File: src/sv/max_heap_priority_queue_core_assert.svh
// assertion macros for the max heap priority queue core
`ifndef MAX_HEAP_PRIORITY_QUEUE_CORE_ASSERT_SVH
`define MAX_HEAP_PRIORITY_QUEUE_CORE_ASSERT_SVH

// same-cycle implication, checked at every rising edge out of reset
`define MHPQ_ASSERT_NOW(label, clk, rst_n, ante, cons) \
	label: assert property (@(posedge clk) disable iff (!rst_n) (ante) |-> (cons)) \
		else $error("heap queue check failed");

// next-cycle implication, checked at every rising edge out of reset
`define MHPQ_ASSERT_NEXT(label, clk, rst_n, ante, cons) \
	label: assert property (@(posedge clk) disable iff (!rst_n) (ante) |=> (cons)) \
		else $error("heap queue check failed");

`endif

File: src/sv/mhpq_pkg.sv
// shared types and codes for the max heap priority queue core
package mhpq_pkg;

	localparam int DATA_W = 32;

	// command codes
	localparam logic CMD_INSERT = 1'b0;
	localparam logic CMD_DELETE = 1'b1;

	// status codes
	localparam logic [1:0] ST_DONE  = 2'd0;
	localparam logic [1:0] ST_EMPTY = 2'd1;
	localparam logic [1:0] ST_FULL  = 2'd2;

	// largest signed value, used as the sentinel above the first cell
	localparam logic signed [DATA_W-1:0] VALUE_MAX = {1'b0, {(DATA_W-1){1'b1}}};

	// operation broadcast to every cell in the row
	typedef struct packed {
		logic                     ins;
		logic                     del;
		logic signed [DATA_W-1:0] value;
	} cell_ctrl_t;

	// what one cell sees of its neighbour
	typedef struct packed {
		logic                     occ;
		logic signed [DATA_W-1:0] value;
	} nbr_t;

endpackage

File: src/sv/mhpq_cell.sv
// one cell of the sorted row: holds one value and trades it with its neighbours
module mhpq_cell (
	input  logic                                     clk,
	input  mhpq_pkg::cell_ctrl_t                     ctrl,
	input  logic                                     occ,
	input  mhpq_pkg::nbr_t                           up,
	input  logic signed [mhpq_pkg::DATA_W-1:0]       down_value,
	output logic signed [mhpq_pkg::DATA_W-1:0]       value
);

	logic signed [mhpq_pkg::DATA_W-1:0] value_q;
	logic signed [mhpq_pkg::DATA_W-1:0] value_d;

	// insert: keep if not smaller, take the new value at the gap, else shift down
	// delete: everything moves one place towards the head
	always_comb begin
		value_d = value_q;
		if (ctrl.del) begin
			value_d = down_value;
		end else if (ctrl.ins) begin
			if (occ && (value_q >= ctrl.value)) begin
				value_d = value_q;
			end else if (up.occ && (up.value >= ctrl.value)) begin
				value_d = ctrl.value;
			end else begin
				value_d = up.value;
			end
		end
	end

	// value register, payload only
	always_ff @(posedge clk) begin
		value_q <= value_d;
	end

	assign value = value_q;

endmodule

File: config.mk
export PLATFORM = sky130hd
export DESIGN_NAME = mhpq_cell
export DESIGN_NICKNAME = d
export VERILOG_FILES = /design/src/sv/max_heap_priority_queue_core_assert.svh /design/src/sv/mhpq_pkg.sv /design/src/sv/mhpq_cell.sv
export SDC_FILE = /design/constraint.sdc
export NUM_CORES = 1
export LEC_CHECK = 0
export ABC_AREA = 1
export BUFFER_PORTS_ARGS = -buffer_cell sky130_fd_sc_hd__buf_2
export CORE_ASPECT_RATIO = 0.7
export CORE_MARGIN = 5
export CORE_UTILIZATION = 50
export DETAILED_ROUTE_END_ITERATION = 7
export HOLD_SLACK_MARGIN = 0.15
export PLACE_DENSITY = 0.84
export SYNTH_ARGS = -nofsm -noshare
export SYNTH_HDL_FRONTEND = slang
export SYNTH_SLANG_ARGS = --single-unit
File: constraint.sdc
create_clock -name clk -period 6.1 [get_ports clk]
set_input_delay 1.83 -clock clk [delete_from_list [all_inputs] [get_ports clk]]
set_output_delay 1.83 -clock clk [all_outputs]
set_load 0.03 [all_outputs]
Word-level counts from Yosys, hierarchy flattened
Cells that the tools add are included.
{ "op_classes": {"magnitude_cmp": 2, "n_eq_ne": 1, "n_reduce_logical": 4, "n_mux": 4} }
{ "op_table": {"columns": ["cell", "n"], "rows": [
  ["$mux 32", 4],
  ["$ge 32x32->1", 2],
  ["$logic_and 1x1->1", 2],
  ["$ne 2x2->1 const B", 1],
  ["$reduce_and 2->1", 1],
  ["$reduce_bool 2->1", 1]
]} }
{ "totals": {"wordCells": 12, "output_inout_bits": 32, "ff_bits": 32, "in_bits": 101} }

Longest topological paths before layout
{ "logic_depth": {"word_depth": 6, "depth_mapped": 20, "depth_no_buf": 19} }

Least setup slack after synthesis
OpenSTA, ideal clock, no wires.
{ "synth_timing": {"kind": "input to register", "start": "input port ctrl[31] in the netlist's numbering", "end": "register value_q (netlist bit value[0]), enable pin", "slack_ns": 1.971, "t_arrival_ns": 3.739, "setup_time_ns": 0.390, "path_stages": 12, "n_path_buf": 0, "required_ns": 5.710, "cell_sequence": "inv_1 -> ha_1 -> nand2_1 -> nor2_1 -> nand4_1 -> nor4_1 -> nand2_1 -> nand3_1 -> nand3_1 -> nand2_1 -> nand2_1 -> nand2_1"} }
{ "synth_via": {"elab_chain_cells": 4} }
{ "synth_rtl": {"columns": ["element", "line", "source"], "rows": [
  ["start, declared", "mhpq_cell.sv:4", "input mhpq_pkg::cell_ctrl_t ctrl,"],
  ["$ge 32x32->1", "mhpq_cell.sv:21", "if (occ && (value_q >= ctrl.value)) begin"],
  ["$logic_and 1x1->1", "mhpq_cell.sv:21", null],
  ["$ne 2x2->1 (no source line)", null, null],
  ["$reduce_and 2->1 (no source line)", null, null],
  ["end signal, assigned", "mhpq_cell.sv:33", "value_q <= value_d;"],
  ["end, declared", "mhpq_cell.sv:11", "logic signed [mhpq_pkg::DATA_W-1:0] value_q;"]
]} }
Every way passes these cells.
A chain may end at the register's enable or synchronous reset.

Worst setup path in the final report
{ "layout_timing": {"start": "input port ctrl[31] in the netlist's numbering", "end": "register value_q (netlist bit value[18]), enable pin"} }
The elaborated chain is that of the path after synthesis.

==> summary.md <==
| Metric | Value |
|---|---|
| Status | complete, no violations |
| Core ar. | 6760 um2 |
| WP data required | 6060 ps |
| Drt total wl | 9.98 mm |
| Final Cycle Share | between 60% and 70% |
| Tot GR Track Use | 23.6% |
| Num rows | 25 |
| Critical register-to-register path startpoint | value[31]$_DFFE_PP_ |
| Hold_sp | value[31]$_DFFE_PP_ |
| DR vias | 3,635 |
| Logic gate share of total power | between 40% and 50% |
| Pin count of the biggest net entering global routing | 34 |
| Hold_buf cts | 0 |
| Critical Path End Type | register |
| Share of cells above drive strength 1 | 23.4% |
| CTS buffer count | 5 |
| Sequential share of the synthesized area | 27.6% |
| Max Clk Rate | roughly 0.24 GHz |
| Layout Nets | 776 |
| Multi-input gate area | 2130 um2 |
| Final setup TNS | 0 ps |
| I/O Buffers | 132 |
| H-tree depth | 2 |
| Worst VDD drop | 0.0844 mV |
| Leakage power | 2.50 nW |
| Final setup viols | 0 |
| Initial Utilization | 51.5% |
| Clock share of power | 19.7% |
| Routed Antenna Nets | 0 |
| Num ports | 133 |
| Routed length per instance | 14.1 um |
| Post-CTS setup buffer count | 0 |
| Fin. Hold Viols | 0 |
| CTS tree | done |
| Dpl hpwl | 8.00 mm |
| Crit path capture | value[18]$_DFFE_PP_ |
| Arrival @ worst endpoint | 4210 ps |
| Internal Dissipation | between 0.4 and 0.5 mW |
| PostCTS Resize Cnt | 0 |
| Die width | 110 um |
| Die Y | 79.8 um |
| Sw Ratio | 39.9% |
| Later-pin clock latency in the skew report | between 200 and 300 ps |
| Synthesized flop and latch total | 32 |
| Max Cap Viol | 0 |
| Syn. warnings | 0 |
| Slew @ Worst Pin | between 600 and 700 ps |
| Vias in the first global route | 3,633 |
| Residual DRC | 0 |
| Cell Area, Synth | 3480 um2 |
| Worst hold margin | 1450 ps |
| Fin. max-slew vios | 0 |
| RSZ-0062 raised after global routing | no |
| Reg2reg setup slack | 3120 ps |
| First DRT Iteration DRCs | 246 |
| Clock transition at path regs | 70 ps |
| First-pass DRT Iterations | 4 |
| P_sw | 0.318 mW |
| Number of flip-flops in the largest register | 32 |
| Synth Net Count | ~650 |
| Gpl congestion | 0.878 |
| Clock Skews | 7.71 ps |
| Fillcell total | 665 |
| Reg-to-reg endpoint | value[18]$_DFFE_PP_ |
| Minimum clock period | 4250 ps |
| Pwr per Cell Area | 187 nW/um2 |
| Relative slew slack | 53.8% |
| Area Growth Syn to Fin | 22.3% |
| Critical path origin | ctrl[31] |
| Die area | between 8000 and 9000 um2 |
| Max clock buf depth | 2 |
| # clock sinks | 32 |
| Crit path launch type | input port |
| Initial antenna violation count | 0 |
| Worst r2r path cells | 12 |
| GRT Residual Overflow | 0 |
| CP Class | in -> reg |
| First-pass GRT wire length | 16.4 mm |
| # diodes | 0 |
| Worst Hold Class | reg -> reg |
| Yosys cell types | 23 |
| Register area | 961 um2 |
| Flop pwr share | 37.1% |
| Synth Instances | around 490 |
| Vias/cell | 5.15 |
| Root buf cell | clkbuf_8 |
| Crit path max fanout | 19 |
| Syn Area/Cell | 7.15 um2 |
-- power groups by stage --
stage / registers (mW) / clock network [mW] / logic [mW]
after global routing: 0.299 / 0.171 / 0.390
after CTS: 0.296 / 0.159 / 0.345
after global placement: 0.299 / 0 / 0.331
after detailed placement: 0.300 / 0 / 0.343
final: 0.296 / 0.157 / 0.344
after floorplan: 0.353 / 0 / 0.181
-- layer usage --
| metal | up-vias | GRT usage (%) | wire length, um |
|---|---|---|---|
| li1 | 1850 | - | - |
| met1 | 1603 | 31.2 | 4390 |
| met2 | 169 | 39.0 | 4550 |
| met3 | 13 | 4.93 | 935 |
| met4 | 0 | 6.10 | 108 |
| met5 | - | 0 | 0 |
-- stage by stage --
stage	std cells	util [%]	setup WS (ps)	power (mW)	area, um2
floorplan	487	-	1970	0.534	3480
global placement	698	61.8	1740	0.630	4180
detailed placement	698	61.8	1540	0.643	4180
CTS	706	63.0	1830	0.800	4260
global route	706	63.0	1590	0.860	4260
finish	706	63.0	1850	0.797	4260
-- cells in the final DEF (no fill, tap or decap), drive strengths merged --
cell      n
nand2   156
buf     134
inv      78
nand3    71
ha       64
edfxtp   32
a21oi    30
nor2     17
nand4     7
clkbuf    7
o21ai     6
o21a      2
nand3b    2
nor4      2
a21o      1
o211ai    1
a31oi     1
clkinv    1
-- layout make-up --
type	count	share of cell area, %
clock inverters	1	0.0882
clock buffers	7	1.79
flip-flops and latches	32	22.6
well taps	94	2.76
inverters	78	6.88
multi-input cells	360	50.0
repair buffers	134	15.9
-- cells in the mapped netlist --
cell type  instances  area [um2]
nand2_1          155         582
inv_1             78         293
nand3_1           70         350
ha_1              64         801
edfxtp_1          32         961
a21oi_1           30         150
nor2_1            16        60.1
clkbuf_1           8        30.0
nand4_1            7        43.8
o21ai_0            6        30.0
buf_1              3        11.3
buf_4              3        22.5
buf_6              3        33.8
nand3b_1           2        15.0
o21a_1             2        15.0
a21o_1             1        7.51
a31oi_1            1        6.26
nand2_4            1        11.3
nand3_4            1        17.5
nor2_2             1        6.26
nor4_1             1        6.26
nor4_4             1        21.3
o211ai_1           1        7.51
-- worst min-delay path by stage --
stage | end | cells past startpoint
3_3_place_gp | value[31]$_DFFE_PP_ | 6
6_report | value[6]$_DFFE_PP_ | 6
3_5_place_dp | value[31]$_DFFE_PP_ | 6
2_1_floorplan | value[0]$_DFFE_PP_ | 6
4_1_cts | value[6]$_DFFE_PP_ | 6
5_1_grt | value[30]$_DFFE_PP_ | 6
-- cells by family after synthesis --
logic type | share of synthesized area, %
simple gates | 32.0
buf+inv | 11.2
fa+ha+maj | 23.0
compound gates | 6.22
flops | 27.6
-- worst max-delay path: stages --
cell     delay, ps
buf_2           70
inv_1           60
ha_1           340
nand2_1         90
nor2_1         160
nand4_1        140
nor4_1         300
nand2_1        120
nand3_1         80
nand3_1         70
nand2_1         50
nand2_1         50
nand2_1        450
buf_4          390
No activity file was read; power rests on OpenSTA's default activity.
